### config.mk
export PLATFORM = sky130hd
export DESIGN_NAME = preset_table_selector_core_flat
export DESIGN_NICKNAME = d
export VERILOG_FILES = /design/src/design/pts_pkg.sv /design/src/design/pts_if.sv /design/src/design/pts_ram.sv /design/src/design/pts_ctrl.sv /design/src/design/preset_table_selector_core.sv /design/src/flat_wrapper.sv
export SDC_FILE = /design/constraint.sdc
export NUM_CORES = 1
export LEC_CHECK = 0
export BUFFER_PORTS_ARGS = -buffer_cell sky130_fd_sc_hd__buf_2
export CELL_PAD_IN_SITES_DETAIL_PLACEMENT = 1
export CELL_PAD_IN_SITES_GLOBAL_PLACEMENT = 1
export CORE_AREA = 3 3 223 225
export CTS_CLUSTER_SIZE = 30
export DETAILED_ROUTE_END_ITERATION = 8
export DIE_AREA = 0 0 226 228
export PLACE_DENSITY_LB_ADDON = 0.1
export RECOVER_POWER = 50
export SYNTH_ARGS = -nofsm -noshare
export SYNTH_HDL_FRONTEND = slang
export SYNTH_SLANG_ARGS = --single-unit
### constraint.sdc
create_clock -name clk -period 5.76 [get_ports clk]
set_input_delay 0.864 -clock clk [delete_from_list [all_inputs] [get_ports clk]]
set_output_delay 0.864 -clock clk [all_outputs]
set_load 0.005 [all_outputs]
### src/design/pts_pkg.sv
`timescale 1ns / 1ps
package pts_pkg;
  localparam int NPRESET = 16;
  localparam int AW = $clog2(NPRESET);
  localparam int CW = $clog2(NPRESET + 1);

  localparam logic [2:0] MODE_CTRL = 3'd0;
  localparam logic [2:0] MODE_DELIV = 3'd1;
  localparam logic [2:0] MODE_REG = 3'd2;
  localparam logic [2:0] MODE_UNREG = 3'd3;
  localparam logic [2:0] MODE_AVAIL = 3'd4;
  localparam logic [2:0] MODE_UNAVAIL = 3'd5;
  localparam logic [2:0] MODE_SETACT = 3'd6;

  localparam logic [7:0] OP_READ = 8'h01;
  localparam logic [7:0] OP_SET = 8'h04;
  localparam logic [7:0] OP_NEXT = 8'h05;
  localparam logic [7:0] OP_PREV = 8'h06;
  localparam logic [7:0] OP_SSET = 8'h07;
  localparam logic [7:0] OP_SNEXT = 8'h08;
  localparam logic [7:0] OP_SPREV = 8'h09;

  localparam logic [2:0] K_STATUS = 3'd0;
  localparam logic [2:0] K_READ = 3'd1;
  localparam logic [2:0] K_GEN = 3'd2;
  localparam logic [2:0] K_DEL = 3'd3;
  localparam logic [2:0] K_AVAIL = 3'd4;
  localparam logic [2:0] K_UNAVAIL = 3'd5;
  localparam logic [2:0] K_ACTIVE = 3'd6;

  localparam logic [3:0] ST_OK = 4'd0;
  localparam logic [3:0] ST_BADOP = 4'd1;
  localparam logic [3:0] ST_BADLEN = 4'd2;
  localparam logic [3:0] ST_NOSUB = 4'd3;
  localparam logic [3:0] ST_RANGE = 4'd4;
  localparam logic [3:0] ST_NOTPOSS = 4'd5;
  localparam logic [3:0] ST_UNLIKELY = 4'd6;
  localparam logic [3:0] ST_INVALID = 4'd7;
  localparam logic [3:0] ST_EXISTS = 4'd8;
  localparam logic [3:0] ST_FULL = 4'd9;
  localparam logic [3:0] ST_NOTFOUND = 4'd10;

  localparam int AVAIL_BIT = 1;

  typedef struct packed {
    logic [2:0] mode;
    logic [7:0] opcode;
    logic [3:0] payload_len;
    logic [7:0] preset_index;
    logic [7:0] read_count;
    logic [7:0] properties;
    logic subscribed;
    logic [1:0] select_outcome;
  } in_item_t;

  typedef struct packed {
    logic [2:0] kind;
    logic [3:0] status;
    logic [7:0] out_index;
    logic [7:0] prior_index;
    logic [7:0] out_properties;
    logic is_last;
    logic run_last;
  } out_item_t;

  typedef struct packed {
    logic [7:0] idx;
    logic [7:0] props;
  } entry_t;

  // table memory access bundle
  typedef struct packed {
    logic we;
    logic [AW-1:0] waddr;
    entry_t wdata;
    logic [AW-1:0] raddr;
  } mem_req_t;
endpackage

### src/design/pts_if.sv
`timescale 1ns / 1ps
interface pts_in_if;
  logic valid;
  logic ready;
  pts_pkg::in_item_t data;
  modport source(output valid, output data, input ready);
  modport sink(input valid, input data, output ready);
endinterface

interface pts_out_if;
  logic valid;
  logic ready;
  pts_pkg::out_item_t data;
  modport source(output valid, output data, input ready);
  modport sink(input valid, input data, output ready);
endinterface

interface pts_cfg_if;
  logic valid;
  logic ready;
  logic data;
  modport source(output valid, output data, input ready);
  modport sink(input valid, input data, output ready);
endinterface

### src/design/pts_ram.sv
`timescale 1ns / 1ps
module pts_ram (
  input  logic clk,
  input  pts_pkg::mem_req_t req,
  output pts_pkg::entry_t rdata
);
  pts_pkg::entry_t mem [pts_pkg::NPRESET];

  always_ff @(posedge clk) begin
    if (req.we) begin
      mem[req.waddr] <= req.wdata;
    end
    rdata <= mem[req.raddr];
  end
endmodule

### src/design/pts_ctrl.sv
`timescale 1ns / 1ps
module pts_ctrl (
  input  logic clk,
  input  logic rst_n,
  input  logic sync_en,
  input  logic in_valid,
  output logic in_ready,
  input  pts_pkg::in_item_t in_data,
  output logic out_valid,
  input  logic out_ready,
  output pts_pkg::out_item_t out_data,
  output pts_pkg::mem_req_t mreq,
  input  pts_pkg::entry_t mrd
);
  localparam int AW = pts_pkg::AW;
  localparam int CW = pts_pkg::CW;

  typedef enum logic [6:0] {
    S_IDLE  = 7'b0000001,
    S_SCAN  = 7'b0000010,
    S_DEC   = 7'b0000100,
    S_SHIFT = 7'b0001000,
    S_WRITE = 7'b0010000,
    S_OUT0  = 7'b0100000,
    S_OUT1  = 7'b1000000
  } state_t;

  state_t state_r, state_nxt;
  pts_pkg::in_item_t item_r;
  logic [CW-1:0] count_r;
  logic [7:0] active_r, rstart_r, rrem_r;
  // scan results over the table
  logic [CW-1:0] scan_r;       // scan read address; scan_addr_r holds the address of the entry being returned
  logic scan_vld_r;
  logic [AW-1:0] scan_addr_r;
  logic at_f_r, fr_f_r, nx_f_r, nalt_f_r, pv_f_r, palt_f_r;
  logic [AW-1:0] at_p_r, fr_p_r, nx_p_r, nalt_p_r, pv_p_r, palt_p_r;
  pts_pkg::entry_t at_e_r, fr_e_r, nx_e_r, nalt_e_r, pv_e_r, palt_e_r;
  logic [AW-1:0] ins_p_r;
  logic ins_f_r;
  pts_pkg::entry_t ins_prev_r;
  logic [CW-1:0] sh_r;
  logic sh_rd_r;
  logic sh_up_r;
  logic [AW-1:0] wr_addr_r;
  pts_pkg::entry_t wr_data_r;
  pts_pkg::out_item_t o0_r, o1_r;
  logic has1_r;

  wire [7:0] key = item_r.preset_index;
  wire ent_av = mrd.props[pts_pkg::AVAIL_BIT];

  assign in_ready = (state_r == S_IDLE);

  // combinational decode results
  logic [3:0] st;
  logic f_v;
  pts_pkg::out_item_t f_o;
  logic [7:0] op;
  logic do_w;
  logic [AW-1:0] w_a;
  pts_pkg::entry_t w_d;
  logic do_sh;
  logic sh_up;
  logic [CW-1:0] cnt_n;
  logic [7:0] act_n, rs_n, rr_n;
  logic sel_f;
  pts_pkg::entry_t sel_e;

  always_comb begin
    st = pts_pkg::ST_OK;
    f_v = 1'b0;
    f_o = '0;
    op = item_r.opcode;
    do_w = 1'b0;
    w_a = at_p_r;
    w_d = at_e_r;
    do_sh = 1'b0;
    sh_up = 1'b0;
    cnt_n = count_r;
    act_n = active_r;
    rs_n = rstart_r;
    rr_n = rrem_r;
    sel_f = 1'b0;
    sel_e = at_e_r;
    if (op == pts_pkg::OP_SSET || op == pts_pkg::OP_SNEXT || op == pts_pkg::OP_SPREV) begin
      op = sync_en ? op - 8'd3 : 8'd0;
    end
    unique case (item_r.mode)
      pts_pkg::MODE_CTRL: begin
        case (op)
          pts_pkg::OP_READ: begin
            if (item_r.payload_len < 4'd2) st = pts_pkg::ST_BADLEN;
            else if (!item_r.subscribed) st = pts_pkg::ST_NOSUB;
            else if (!fr_f_r) st = pts_pkg::ST_RANGE;
            else if (rrem_r != 8'd0) st = pts_pkg::ST_NOTPOSS;
            else if (item_r.read_count != 8'd0) begin
              f_v = 1'b1;
              f_o.kind = pts_pkg::K_READ;
              f_o.out_index = fr_e_r.idx;
              f_o.out_properties = fr_e_r.props;
              f_o.is_last = (item_r.read_count == 8'd1) ||
                            ({1'b0, fr_p_r} + 1'b1 >= count_r);
              if (f_o.is_last) rr_n = 8'd0;
              else begin
                rs_n = fr_e_r.idx + 8'd1;
                rr_n = item_r.read_count - 8'd1;
              end
            end
          end
          pts_pkg::OP_SET: begin
            if (item_r.payload_len < 4'd1) st = pts_pkg::ST_BADLEN;
            else if (!at_f_r || key == 8'd0) st = pts_pkg::ST_RANGE;
            else if (!at_e_r.props[pts_pkg::AVAIL_BIT]) st = pts_pkg::ST_NOTPOSS;
            else sel_f = 1'b1;
            sel_e = at_e_r;
          end
          pts_pkg::OP_NEXT: begin
            if (nx_f_r) begin sel_f = 1'b1; sel_e = nx_e_r; end
            else if (nalt_f_r) begin sel_f = 1'b1; sel_e = nalt_e_r; end
            else st = pts_pkg::ST_NOTPOSS;
          end
          pts_pkg::OP_PREV: begin
            if (pv_f_r) begin sel_f = 1'b1; sel_e = pv_e_r; end
            else if (palt_f_r) begin sel_f = 1'b1; sel_e = palt_e_r; end
            else st = pts_pkg::ST_NOTPOSS;
          end
          default: st = pts_pkg::ST_BADOP;
        endcase
        if (sel_f) begin
          case (item_r.select_outcome)
            2'd1: st = pts_pkg::ST_OK;
            2'd2: st = pts_pkg::ST_NOTPOSS;
            2'd3: st = pts_pkg::ST_UNLIKELY;
            default: begin
              if (sel_e.idx != active_r) begin
                act_n = sel_e.idx;
                f_v = 1'b1;
                f_o.kind = pts_pkg::K_ACTIVE;
                f_o.out_index = sel_e.idx;
              end
            end
          endcase
        end
      end
      pts_pkg::MODE_SETACT: begin
        if (key != 8'd0) begin
          if (!at_f_r) st = pts_pkg::ST_NOTFOUND;
          else if (!at_e_r.props[pts_pkg::AVAIL_BIT]) st = pts_pkg::ST_INVALID;
        end
        if (st == pts_pkg::ST_OK && key != active_r) begin
          act_n = key;
          f_v = 1'b1;
          f_o.kind = pts_pkg::K_ACTIVE;
          f_o.out_index = key;
        end
      end
      pts_pkg::MODE_REG: begin
        if (key == 8'd0) st = pts_pkg::ST_INVALID;
        else if (at_f_r) st = pts_pkg::ST_EXISTS;
        else if (count_r >= CW'(pts_pkg::NPRESET)) st = pts_pkg::ST_FULL;
        else begin
          do_w = 1'b1;
          do_sh = 1'b1;
          sh_up = 1'b1;
          w_a = ins_f_r ? ins_p_r : AW'(count_r);
          w_d.idx = key;
          w_d.props = item_r.properties;
          cnt_n = count_r + 1'b1;
          f_v = item_r.subscribed;
          f_o.kind = pts_pkg::K_GEN;
          f_o.out_index = key;
          f_o.prior_index = ins_prev_r.idx;
          f_o.out_properties = item_r.properties;
          f_o.is_last = 1'b1;
        end
      end
      pts_pkg::MODE_UNREG, pts_pkg::MODE_AVAIL, pts_pkg::MODE_UNAVAIL: begin
        if (key == 8'd0) st = pts_pkg::ST_INVALID;
        else if (!at_f_r) st = pts_pkg::ST_NOTFOUND;
        else if (item_r.mode == pts_pkg::MODE_UNREG) begin
          do_sh = 1'b1;
          do_w = 1'b1;
          w_a = AW'(count_r - 1'b1);
          w_d = '0;
          cnt_n = count_r - 1'b1;
          f_v = item_r.subscribed;
          f_o.kind = pts_pkg::K_DEL;
          f_o.out_index = key;
          f_o.is_last = 1'b1;
        end else if ((item_r.mode == pts_pkg::MODE_AVAIL) !=
                     at_e_r.props[pts_pkg::AVAIL_BIT]) begin
          do_w = 1'b1;
          w_a = at_p_r;
          w_d = at_e_r;
          w_d.props[pts_pkg::AVAIL_BIT] = (item_r.mode == pts_pkg::MODE_AVAIL);
          f_v = item_r.subscribed;
          f_o.kind = (item_r.mode == pts_pkg::MODE_AVAIL) ? pts_pkg::K_AVAIL
                                                           : pts_pkg::K_UNAVAIL;
          f_o.out_index = key;
          f_o.is_last = 1'b1;
        end
      end
      pts_pkg::MODE_DELIV: begin
        // delivery confirmation
        if (!item_r.subscribed) rr_n = 8'd0;
        else if (!fr_f_r) begin
          f_v = 1'b1;
          f_o.kind = pts_pkg::K_READ;
          f_o.status = pts_pkg::ST_RANGE;
          f_o.is_last = 1'b1;
          rr_n = 8'd0;
        end else begin
          f_v = 1'b1;
          f_o.kind = pts_pkg::K_READ;
          f_o.out_index = fr_e_r.idx;
          f_o.out_properties = fr_e_r.props;
          f_o.is_last = (rrem_r <= 8'd1) || ({1'b0, fr_p_r} + 1'b1 >= count_r);
          if (f_o.is_last) rr_n = 8'd0;
          else begin
            rs_n = fr_e_r.idx + 8'd1;
            rr_n = rrem_r - 8'd1;
          end
        end
      end
      default: begin
        // unknown mode leaves all state alone
      end
    endcase
  end

  wire [7:0] scan_key = (item_r.mode == pts_pkg::MODE_DELIV) ? rstart_r :
                        (item_r.mode == pts_pkg::MODE_CTRL && item_r.opcode == pts_pkg::OP_READ)
                        ? key : rstart_r;
  wire scan_done = (scan_r >= count_r);

  // memory port: scan read, shift read/write, final write
  always_comb begin
    mreq = '0;
    mreq.raddr = AW'(scan_r);
    if (state_r == S_SHIFT) begin
      mreq.raddr = sh_up_r ? AW'(sh_r - 1'b1) : AW'(sh_r + 1'b1);
      mreq.we = sh_rd_r;
      mreq.waddr = AW'(sh_r);
      mreq.wdata = mrd;
    end else if (state_r == S_WRITE) begin
      mreq.we = 1'b1;
      mreq.waddr = wr_addr_r;
      mreq.wdata = wr_data_r;
    end
  end

  // shift stepping: up moves entries from count-1 down to ins_p; down from at_p to count-2
  logic sh_more;
  always_comb begin
    if (sh_up_r) sh_more = (sh_r > {1'b0, wr_addr_r});
    else sh_more = (sh_r + 2'd2 < count_r + 1'b1);
  end

  always_comb begin
    state_nxt = state_r;
    unique case (state_r)
      S_IDLE: if (in_valid) state_nxt = S_SCAN;
      S_SCAN: if (scan_done && !scan_vld_r) state_nxt = S_DEC;
      S_DEC: state_nxt = do_sh ? S_SHIFT : (do_w ? S_WRITE : S_OUT0);
      S_SHIFT: if (sh_rd_r && !sh_more) state_nxt = S_WRITE;
      S_WRITE: state_nxt = S_OUT0;
      S_OUT0: if (out_ready) state_nxt = has1_r ? S_OUT1 : S_IDLE;
      S_OUT1: if (out_ready) state_nxt = S_IDLE;
      default: state_nxt = S_IDLE;
    endcase
  end

  always_ff @(posedge clk) begin
    if (!rst_n) begin
      state_r <= S_IDLE;
      count_r <= '0;
      active_r <= '0;
      rstart_r <= '0;
      rrem_r <= '0;
      scan_vld_r <= 1'b0;
    end else begin
      state_r <= state_nxt;
      if (state_r == S_SCAN) begin
        scan_vld_r <= !scan_done;
      end else begin
        scan_vld_r <= 1'b0;
      end
      if (state_r == S_DEC && item_r.mode != pts_pkg::MODE_DELIV) begin
        count_r <= cnt_n;
        active_r <= act_n;
        rstart_r <= rs_n;
        rrem_r <= rr_n;
      end else if (state_r == S_DEC && rrem_r != 8'd0) begin
        rstart_r <= rs_n;
        rrem_r <= rr_n;
      end
    end
  end

  always_ff @(posedge clk) begin
    if (state_r == S_IDLE) begin
      item_r <= in_data;
      scan_r <= '0;
      {at_f_r, fr_f_r, nx_f_r, nalt_f_r, pv_f_r, palt_f_r, ins_f_r} <= '0;
      ins_prev_r <= '0;
    end
    if (state_r == S_SCAN) begin
      if (!scan_done) scan_r <= scan_r + 1'b1;
      scan_addr_r <= AW'(scan_r);
      if (scan_vld_r) begin
        if (mrd.idx == key) begin at_f_r <= 1'b1; at_p_r <= scan_addr_r; at_e_r <= mrd; end
        if (!fr_f_r && mrd.idx >= scan_key) begin
          fr_f_r <= 1'b1; fr_p_r <= scan_addr_r; fr_e_r <= mrd;
        end
        if (!ins_f_r && mrd.idx > key) begin ins_f_r <= 1'b1; ins_p_r <= scan_addr_r; end
        if (mrd.idx < key) ins_prev_r <= mrd;
        if (ent_av) begin
          if (mrd.idx < active_r) begin
            if (!nalt_f_r) begin nalt_f_r <= 1'b1; nalt_e_r <= mrd; end
            pv_f_r <= 1'b1; pv_e_r <= mrd;
          end else if (mrd.idx > active_r) begin
            if (!nx_f_r) begin nx_f_r <= 1'b1; nx_e_r <= mrd; end
            palt_f_r <= 1'b1; palt_e_r <= mrd;
          end
        end
      end
    end
    if (state_r == S_DEC) begin
      wr_addr_r <= w_a;
      wr_data_r <= w_d;
      sh_up_r <= sh_up;
      sh_rd_r <= 1'b0;
      sh_r <= sh_up ? count_r : {1'b0, at_p_r};
      o0_r <= '0;
      o0_r.kind <= pts_pkg::K_STATUS;
      o0_r.status <= st;
      o0_r.run_last <= !f_v;
      o1_r <= f_o;
      o1_r.run_last <= 1'b1;
      has1_r <= f_v;
      if (item_r.mode == pts_pkg::MODE_DELIV) begin
        // delivery produces only its read response, or nothing
        o0_r <= f_o;
        o0_r.run_last <= 1'b1;
        has1_r <= 1'b0;
      end
    end
    if (state_r == S_SHIFT) begin
      if (!sh_rd_r) sh_rd_r <= 1'b1;
      else if (sh_more) begin
        sh_rd_r <= 1'b0;
        sh_r <= sh_up_r ? sh_r - 1'b1 : sh_r + 1'b1;
      end
    end
  end

  // delivery with nothing pending or not subscribed, and any unknown mode, has no output
  logic deliv_skip;
  always_ff @(posedge clk) begin
    if (state_r == S_DEC) begin
      deliv_skip <= (item_r.mode == pts_pkg::MODE_DELIV &&
                     (rrem_r == 8'd0 || !item_r.subscribed)) ||
                    (item_r.mode > pts_pkg::MODE_SETACT);
    end
  end

  assign out_valid = ((state_r == S_OUT0) && !deliv_skip) || (state_r == S_OUT1);
  assign out_data = (state_r == S_OUT1) ? o1_r : o0_r;
endmodule

### src/design/preset_table_selector_core.sv
`timescale 1ns / 1ps
// order of work: a table scan, a decode step, for register and unregister a shift of
// the moved entries, a table write where the table changes, then the results
// flow control: one transaction at a time; a new request is accepted only in the idle
// state, after the previous results have been delivered
// reset: synchronous active low, table empty, count and indices zero
module preset_table_selector_core (
  input logic clk,
  input logic rst_n,
  pts_in_if.sink in_ch,
  pts_out_if.source out_ch,
  pts_cfg_if.sink cfg_ch
);
  logic sync_en_r;
  pts_pkg::mem_req_t mreq;
  pts_pkg::entry_t mrd;

  assign cfg_ch.ready = 1'b1;

  always_ff @(posedge clk) begin
    if (!rst_n) sync_en_r <= 1'b0;
    else if (cfg_ch.valid) sync_en_r <= cfg_ch.data;
  end

  pts_ram u_ram (.clk(clk), .req(mreq), .rdata(mrd));

  pts_ctrl u_ctrl (
    .clk(clk), .rst_n(rst_n), .sync_en(sync_en_r),
    .in_valid(in_ch.valid), .in_ready(in_ch.ready), .in_data(in_ch.data),
    .out_valid(out_ch.valid), .out_ready(out_ch.ready), .out_data(out_ch.data),
    .mreq(mreq), .mrd(mrd)
  );

`ifndef NO_ASSERTIONS
  a_no_accept_busy: assert property (@(posedge clk) disable iff (!rst_n)
    out_ch.valid |-> !in_ch.ready) else $error("input taken while results pending");
  a_write_idle: assert property (@(posedge clk) disable iff (!rst_n)
    mreq.we |-> !in_ch.ready) else $error("table written while idle");
`endif
endmodule

### src/flat_wrapper.sv
// flat-port wrapper written by rule: the top's interface ports become plain ports
module preset_table_selector_core_flat 
  (clk, rst_n, in_ch_valid, in_ch_data, in_ch_ready, out_ch_valid, out_ch_data, out_ch_ready, cfg_ch_valid, cfg_ch_data, cfg_ch_ready);
  pts_in_if in_ch_i ();
  pts_out_if out_ch_i ();
  pts_cfg_if cfg_ch_i ();
  input logic clk;
  input logic rst_n;
  input wire logic [$bits(in_ch_i.valid)-1:0] in_ch_valid;
  input wire logic [$bits(in_ch_i.data)-1:0] in_ch_data;
  output wire logic [$bits(in_ch_i.ready)-1:0] in_ch_ready;
  output wire logic [$bits(out_ch_i.valid)-1:0] out_ch_valid;
  output wire logic [$bits(out_ch_i.data)-1:0] out_ch_data;
  input wire logic [$bits(out_ch_i.ready)-1:0] out_ch_ready;
  input wire logic [$bits(cfg_ch_i.valid)-1:0] cfg_ch_valid;
  input wire logic [$bits(cfg_ch_i.data)-1:0] cfg_ch_data;
  output wire logic [$bits(cfg_ch_i.ready)-1:0] cfg_ch_ready;
  assign in_ch_i.valid = in_ch_valid;
  assign in_ch_i.data = in_ch_data;
  assign in_ch_ready = in_ch_i.ready;
  assign out_ch_valid = out_ch_i.valid;
  assign out_ch_data = out_ch_i.data;
  assign out_ch_i.ready = out_ch_ready;
  assign cfg_ch_i.valid = cfg_ch_valid;
  assign cfg_ch_i.data = cfg_ch_data;
  assign cfg_ch_ready = cfg_ch_i.ready;
  preset_table_selector_core u_core (.clk(clk), .rst_n(rst_n), .in_ch(in_ch_i), .out_ch(out_ch_i), .cfg_ch(cfg_ch_i));
endmodule
# Yosys cells after proc, flatten, opt, wreduce, memory -nomap -nowiden
# Memories as Yosys holds them, arrays and structs flattened. A register that Yosys moved wholly into a read port is not among the register bits.
# Index checks and enable logic that the tools add are counted.
[totals]
regBits = 310
ramBits = 256
output_inout_bits = 36
elab_cells = 439
mem_count = 1
[op_classes]
add_sub_neg = 11
magnitude_cmp = 14
n_eq_ne = 45
n_mux = 253
bitwise = 3
n_reduce_logical = 50
[memory_table]
columns = ["name", "words", "word_bits", "rd", "rd_clocked_by_memory_dff", "write_ports", "line_no", "text"]
rows = [
  ["u_core.u_ram.mem", 16, 16, 1, 1, 1, "pts_ram.sv:7", "pts_pkg::entry_t mem [pts_pkg::NPRESET];"],
]
[op_table]
columns = ["operator", "n"]
rows = [
  ["$mux W8", 49],
  ["$mux W16", 15],
  ["$mux W1", 88],
  ["$mux W4", 19],
  ["$mux W25", 3],
  ["$mux W5", 15],
  ["$pmux W16 S2", 2],
  ["$mux W3", 21],
  ["$mux W9", 7],
  ["$pmux W7 S7", 1],
  ["$pmux W8 S2", 3],
  ["$mux W21", 2],
  ["$mux W7", 6],
  ["$pmux W8 S5", 1],
  ["$mux W33", 1],
  ["$eq A8 B3 Y1 const B", 4],
  ["$pmux W4 S4", 2],
  ["$mux W30", 1],
  ["$ne A2 B2 Y1 const B", 13],
  ["$eq A8 B1 Y1 const B", 3],
  ["$pmux W8 S3", 1],
  ["$reduce_bool A8 Y1", 3],
  ["$eq A8 B4 Y1 const B", 2],
  ["$gt A8 B8 Y1", 2],
  ["other kinds (60)", 112],
]

# Depth between registers and ports, before layout
[logic_depth]
word_depth = 14
mapped_depth = 16

# Modules after synthesis
# Synthesis repeated with hierarchy kept, for this count alone.
[hier_totals]
cells_unflattened = 1667
hier_area_um2 = 23717.7
[modules_own_cells]
columns = ["module", "instances", "cells_per_inst", "area_per_inst_um2"]
rows = [
  ["pts_ctrl", 1, 1230, 13626.8],
  ["pts_ram", 1, 432, 10043.4],
  ["preset_table_selector_core", 1, 5, 47.5],
]

# Worst setup path after synthesis
# OpenSTA, ideal clock, no wires.
[synth_path]
path_kind = "register -> register"
from = "reg u_core.u_ctrl.item_r[35] in the netlist's numbering"
to = "reg u_core.u_ctrl.fr_e_r[0] in the netlist's numbering, enable pin"
setup_ns = 0.425
arrival_time_ns = 3.799
setup_slack_ns = 1.537
path_stages_with_launch = 14
path_buffers = 0
period_less_slack_ns = 4.223
path_cell_list = "edfxtp_1 -> nor4_2 -> nand4_1 -> mux2_2 -> ha_1 -> nand2b_1 -> a21o_1 -> a21o_1 -> a21o_1 -> a21o_1 -> a21o_1 -> a21o_1 -> a21oi_1 -> nor3_1"
[synth_via]
elab_chain_len = 7
[synth_rtl]
columns = ["item", "line_no", "text"]
rows = [
  ["from (decl)", "pts_ctrl.sv:29", "pts_pkg::in_item_t item_r;"],
  ["from (signal assigned)", "pts_ctrl.sv:303", "item_r <= in_data;"],
  ["$eq A8 B1 Y1", "pts_ctrl.sv:233", "(item_r.mode == pts_pkg::MODE_CTRL && item_r.opcode == pts_pkg::OP_READ)"],
  ["$logic_and A1 B1 Y1", "pts_ctrl.sv:233", ""],
  ["$mux W8", "pts_ctrl.sv:234", "? key : rstart_r;"],
  ["$mux W8", "pts_ctrl.sv:232", "wire [7:0] scan_key = (item_r.mode == pts_pkg::MODE_DELIV) ? rstart_r :"],
  ["$ge A8 B8 Y1", "pts_ctrl.sv:313", "if (!fr_f_r && mrd.idx >= scan_key) begin"],
  ["$logic_and A1 B1 Y1", "pts_ctrl.sv:313", ""],
  ["$reduce_and A3 Y1 (no line)", "n/a", ""],
  ["to (signal assigned)", "pts_ctrl.sv:314", "fr_f_r <= 1'b1; fr_p_r <= scan_addr_r; fr_e_r <= mrd;"],
  ["to (decl)", "pts_ctrl.sv:38", "pts_pkg::entry_t at_e_r, fr_e_r, nx_e_r, nalt_e_r, pv_e_r, palt_e_r;"],
]
# No other way between the ends.
# A chain may end at the register's enable or synchronous reset.

# Worst setup path in the final report
[layout_path]
from = "reg u_core.u_ctrl.item_r[39] in the netlist's numbering"
to = "reg u_core.u_ctrl.fr_f_r"
[layout_via]
elab_chain_len = 9
word_cells_on_any_way = 10
cone_classes = "order compare (1); eq/ne (1); mux (5); reduce/logical (3)"
[layout_rtl]
columns = ["item", "line_no", "text"]
rows = [
  ["$logic_not A3 Y1", "pts_ctrl.sv:233", ""],
  ["$logic_and A1 B1 Y1", "pts_ctrl.sv:233", ""],
  ["$mux W8", "pts_ctrl.sv:234", ""],
  ["$mux W8 (*)", "pts_ctrl.sv:232", ""],
  ["$ge A8 B8 Y1 (*)", "pts_ctrl.sv:313", ""],
  ["$logic_and A1 B1 Y1 (*)", "pts_ctrl.sv:313", ""],
  ["$mux W1 (*)", "pts_ctrl.sv:313", ""],
  ["$mux W1 (*)", "pts_ctrl.sv:311", "if (scan_vld_r) begin"],
  ["$mux W1 (*)", "pts_ctrl.sv:308", "if (state_r == S_SCAN) begin"],
  ["to (signal assigned)", "pts_ctrl.sv:305", "{at_f_r, fr_f_r, nx_f_r, nalt_f_r, pv_f_r, palt_f_r, ins_f_r} <= '0;"],
  ["to (signal assigned)", "pts_ctrl.sv:314", ""],
  ["to (decl)", "pts_ctrl.sv:36", "logic at_f_r, fr_f_r, nx_f_r, nalt_f_r, pv_f_r, palt_f_r;"],
]
# Every way passes the cells marked *; elsewhere a longest branch is shown, timed or not.

==> run metrics <==
Hold Crit Depth 1; vias 16,600; reg2reg end u_core.u_ctrl.fr_f_r; die footprint 51,500 um^2; number of I/O pins 84; clk buf depth 3; met3 wire length 3070 um; Die X-Extent 226 um; Cell Pwr Density 344 nW/um^2; Sequential Power Share 50.5%; Ys Warns 0; multi-input logic area 8230 um^2; CTS clk-pin slew, worst paths 60 ps; pin count of the biggest net entering global routing 108; cells on worst reg2reg path 15; clock power share 36.1%; Post-synth ARST share 0%; Yosys cell types 81; leakage power 0.00886 uW; reg2reg start u_core.u_ctrl.item_r[39]; row count 80; failing checks capacitance limit, slew limit; vias in the first global route 17,300; slew margin rel. -114%; peak supply drop 269 uV; CTS tree done; CP startpoint kind register; post-DR wirelength/cell 25.2 um; Slowest-stage cell, CP nand4_1; nets 2,166; Post-synth top flop edfxtp_1; status finished with violations; P_sw 2560 uW; metal1 wirelength 29,100 um; Internal Power 6790 uW; Min-Delay Endpoint u_core.u_ctrl.item_r[0]; Crit path top cell by count a21o_1; Post-Syn Area per Cell 12.3 um^2; Mapped Area 24,300 um^2; cell type with the largest total area after synthesis edfxtp_1; switching share of power 27.4%; worst skew pair latency 630 ps; hold_ws 414 ps; Total Routing Usage GR 26.6%; crit-path max cell delay 670 ps; antenna cells 0; fmax 220 MHz; combinational share of power 13.4%; Critical Path Sink Type register; worst-path fanout max 21; area of all sequential standard cells 15,500 um^2; routability cong. 0.866; Hold Path Origin in_ch_data[0]; Post-CTS Resized 0; register area share after synthesis 63.8%; Largest delay share family, worst path compound AO/OA/AOI/OAI gates; Via density 6.09; Num CTS Buffers 55; min-delay worst type primary input to register; flops & latches, synth 543; Top Layer Used met4; fraction of layout instances using a drive strength above 1 11.4%; Reg2Reg Setup Slack 1220 ps; fill count 4,840; top-area cell type share of the netlist area 57.2%; Layout area overhead 11.8%; initial antenna violation count 0; Post-CTS Hold Buffers 0; cells along the critical path nor3_1 > nand4_1 > mux2_2 > ha_1 > nand2b_1 > a21o_1 > a21o_1 > a21o_1 > a21o_1 > a21o_1 > a21o_1 > a21oi_1 > nor3_2 > buf_4 > a21o_1; root buf cell clkbuf_16; post-route clock period utilization 78.9%; final worst path period need 4540 ps; Die Y 228 um; Routed WL 68,600 um; DRC violations left 0; metal2 WL 34,400 um; Crit Path Category register to register; Final TNS setup 0 ps; drt pass-1 iters 5; worst path required time 6260 ps; post-route ant nets 0; Max Cap Viol 1; Setup-failing EPs final 0; cells after synthesis 1,970; post-DP HPWL 44,500 um; RSZ-0062 raised after global routing false; DRT iter0 DRCs 1,168; first-pass GRT wire length 104,000 um; Slew Limit Fails 46; GRT overflow 0; core area 47,700 um^2; Post-CTS Setup Bufs 0; final hold vios 0; CP Buf/Inv Count 1; EDFF count, synth 463; initial core utilization 50.9%; Synth area leaders edfxtp_1, dfxtp_1, nand2_1; Arr. time, crit path 5050 ps; Layout Skew 27.1 ps; actual slew at the worst max-slew pin 3210 ps; htree depth 2; port bufs 82; clock sink count 543
routing by layer:
metal / GRT usage (%) / vias up
li1: - / 7578
met1: 34.8 / 8470
met2: 45.9 / 390
met3: 3.68 / 115
met4: 8.10 / 0
met5: 0 / -
cell type report:
cell class                 count  share of cell area (%)
sequential                   543                    57.1
multi-input combinational   1267                    30.3
clock buffer                  86                    5.68
tap                          615                    2.83
timing repair buffer         133                    2.80
inverter                      56                   0.778
clock inverter                17                   0.520
cell usage after synthesis, drive strengths merged, types with 10 or more instances:
cell type,count
inv,56
nand2b,13
edfxtp,463
mux2i,28
o21ai,89
nor4,13
or3,18
and2,92
nand2,232
nor2,103
clkbuf,97
and3,18
a21o,40
nand4,18
nand3,45
a21oi,92
a211oi,94
dfxtp,80
xor2,11
xnor2,28
ha,62
a22o,33
o211ai,10
buf,16
a311oi,33
mux2,31
a31oi,34
nor3,22
o21a,10
layout by cell type (no fill, tap or decap), drive strengths merged, types with 11 or more instances in the layout:
master  Yosys  final
nor3       22     22
xor2       11     11
mux2       31     31
clkbuf     97    118
or3        18     18
a311oi     33     33
edfxtp    463    463
o21ai      89     89
and2       92     92
nor4       13     13
nor2      103    103
xnor2      28     28
clkinv      0     14
conb        2     11
nand4      18     18
a21o       40     40
inv        56     54
nand2b     13     13
a21oi      92     92
and3       18     18
a31oi      34     34
nand3      45     45
nand2     232    232
mux2i      28     28
dfxtp      80     80
ha         62     62
a22o       33     33
buf        16    101
a211oi     94     94
how the worst max path moves through the flow:
stage | startpoint | endpoint | depth (start not counted)
5_1_grt | u_core.u_ctrl.item_r[39] | u_core.u_ctrl.fr_f_r | 15
2_1_floorplan | u_core.u_ctrl.item_r[35] | u_core.u_ctrl.fr_e_r[0] | 13
3_3_place_gp | u_core.u_ctrl.item_r[39] | u_core.u_ctrl.fr_f_r | 15
4_1_cts | u_core.u_ctrl.item_r[39] | u_core.u_ctrl.fr_f_r | 15
6_report | u_core.u_ctrl.item_r[39] | u_core.u_ctrl.fr_f_r | 15
3_5_place_dp | u_core.u_ctrl.item_r[39] | u_core.u_ctrl.fr_f_r | 15
power by group through the flow:
stage / clock [uW] / combinational, uW / sequential [uW]
after floorplan: 0 / 903 / 4660
after global placement: 0 / 1200 / 4770
after detailed placement: 0 / 1250 / 4790
after CTS: 3440 / 1260 / 4710
after global routing: 3610 / 1370 / 4750
final: 3380 / 1250 / 4730
logic make-up (layout without fill, tap and decap cells):
group           after synthesis  after routing  synth area share [%]
compound gates              490            490                  13.9
other cells                   2             11                0.0309
xor+xnor                     39             39                  1.41
simple gates                606            606                  12.3
mux                          59             59                  2.59
fa+ha+maj                    62             62                  3.19
buf+inv                     169            292                  2.71
flops                       543            543                  63.8
per-stage QoR:
stage / setup slack, ps / power [uW] / instances / util (%) / cell area (um^2)
2_1_floorplan: 1540 / 5570 / 1979 / - / 24300
3_5_place_dp: 1220 / 6030 / 2614 / 53.6 / 25600
5_1_grt: 933 / 9730 / 2717 / 56.9 / 27200
3_3_place_gp: 1330 / 5970 / 2614 / 53.6 / 25600
4_1_cts: 1210 / 9410 / 2717 / 57.1 / 27300
6_report: 1220 / 9360 / 2717 / 56.9 / 27200
worst register-to-register path, delay by kind of cell, from the launching register on:
| kind | cells | cell delay (ps) |
|---|---|---|
| and+or+nand+nor | 4 | 1380 |
| buffers and inverters | 1 | 240 |
| AOI/OAI and AO/OA | 8 | 1410 |
| muxes | 1 | 510 |
| DFF | 1 | 620 |
| adders and majority gates | 1 | 280 |
state kept, by name (all words and copies together), names as in the netlist, 16 cells and up:
signal	count
u_core.u_ctrl.item_r	34
u_core.u_ctrl.fr_e_r	16
u_core.u_ram.rdata	16
u_core.u_ctrl.at_e_r	16
u_core.u_ctrl.wr_data_r	16
u_core.u_ctrl.o0_r	33
u_core.u_ctrl.o1_r	29
u_core.u_ram.mem	256
No activity file was read; power rests on OpenSTA's default activity.
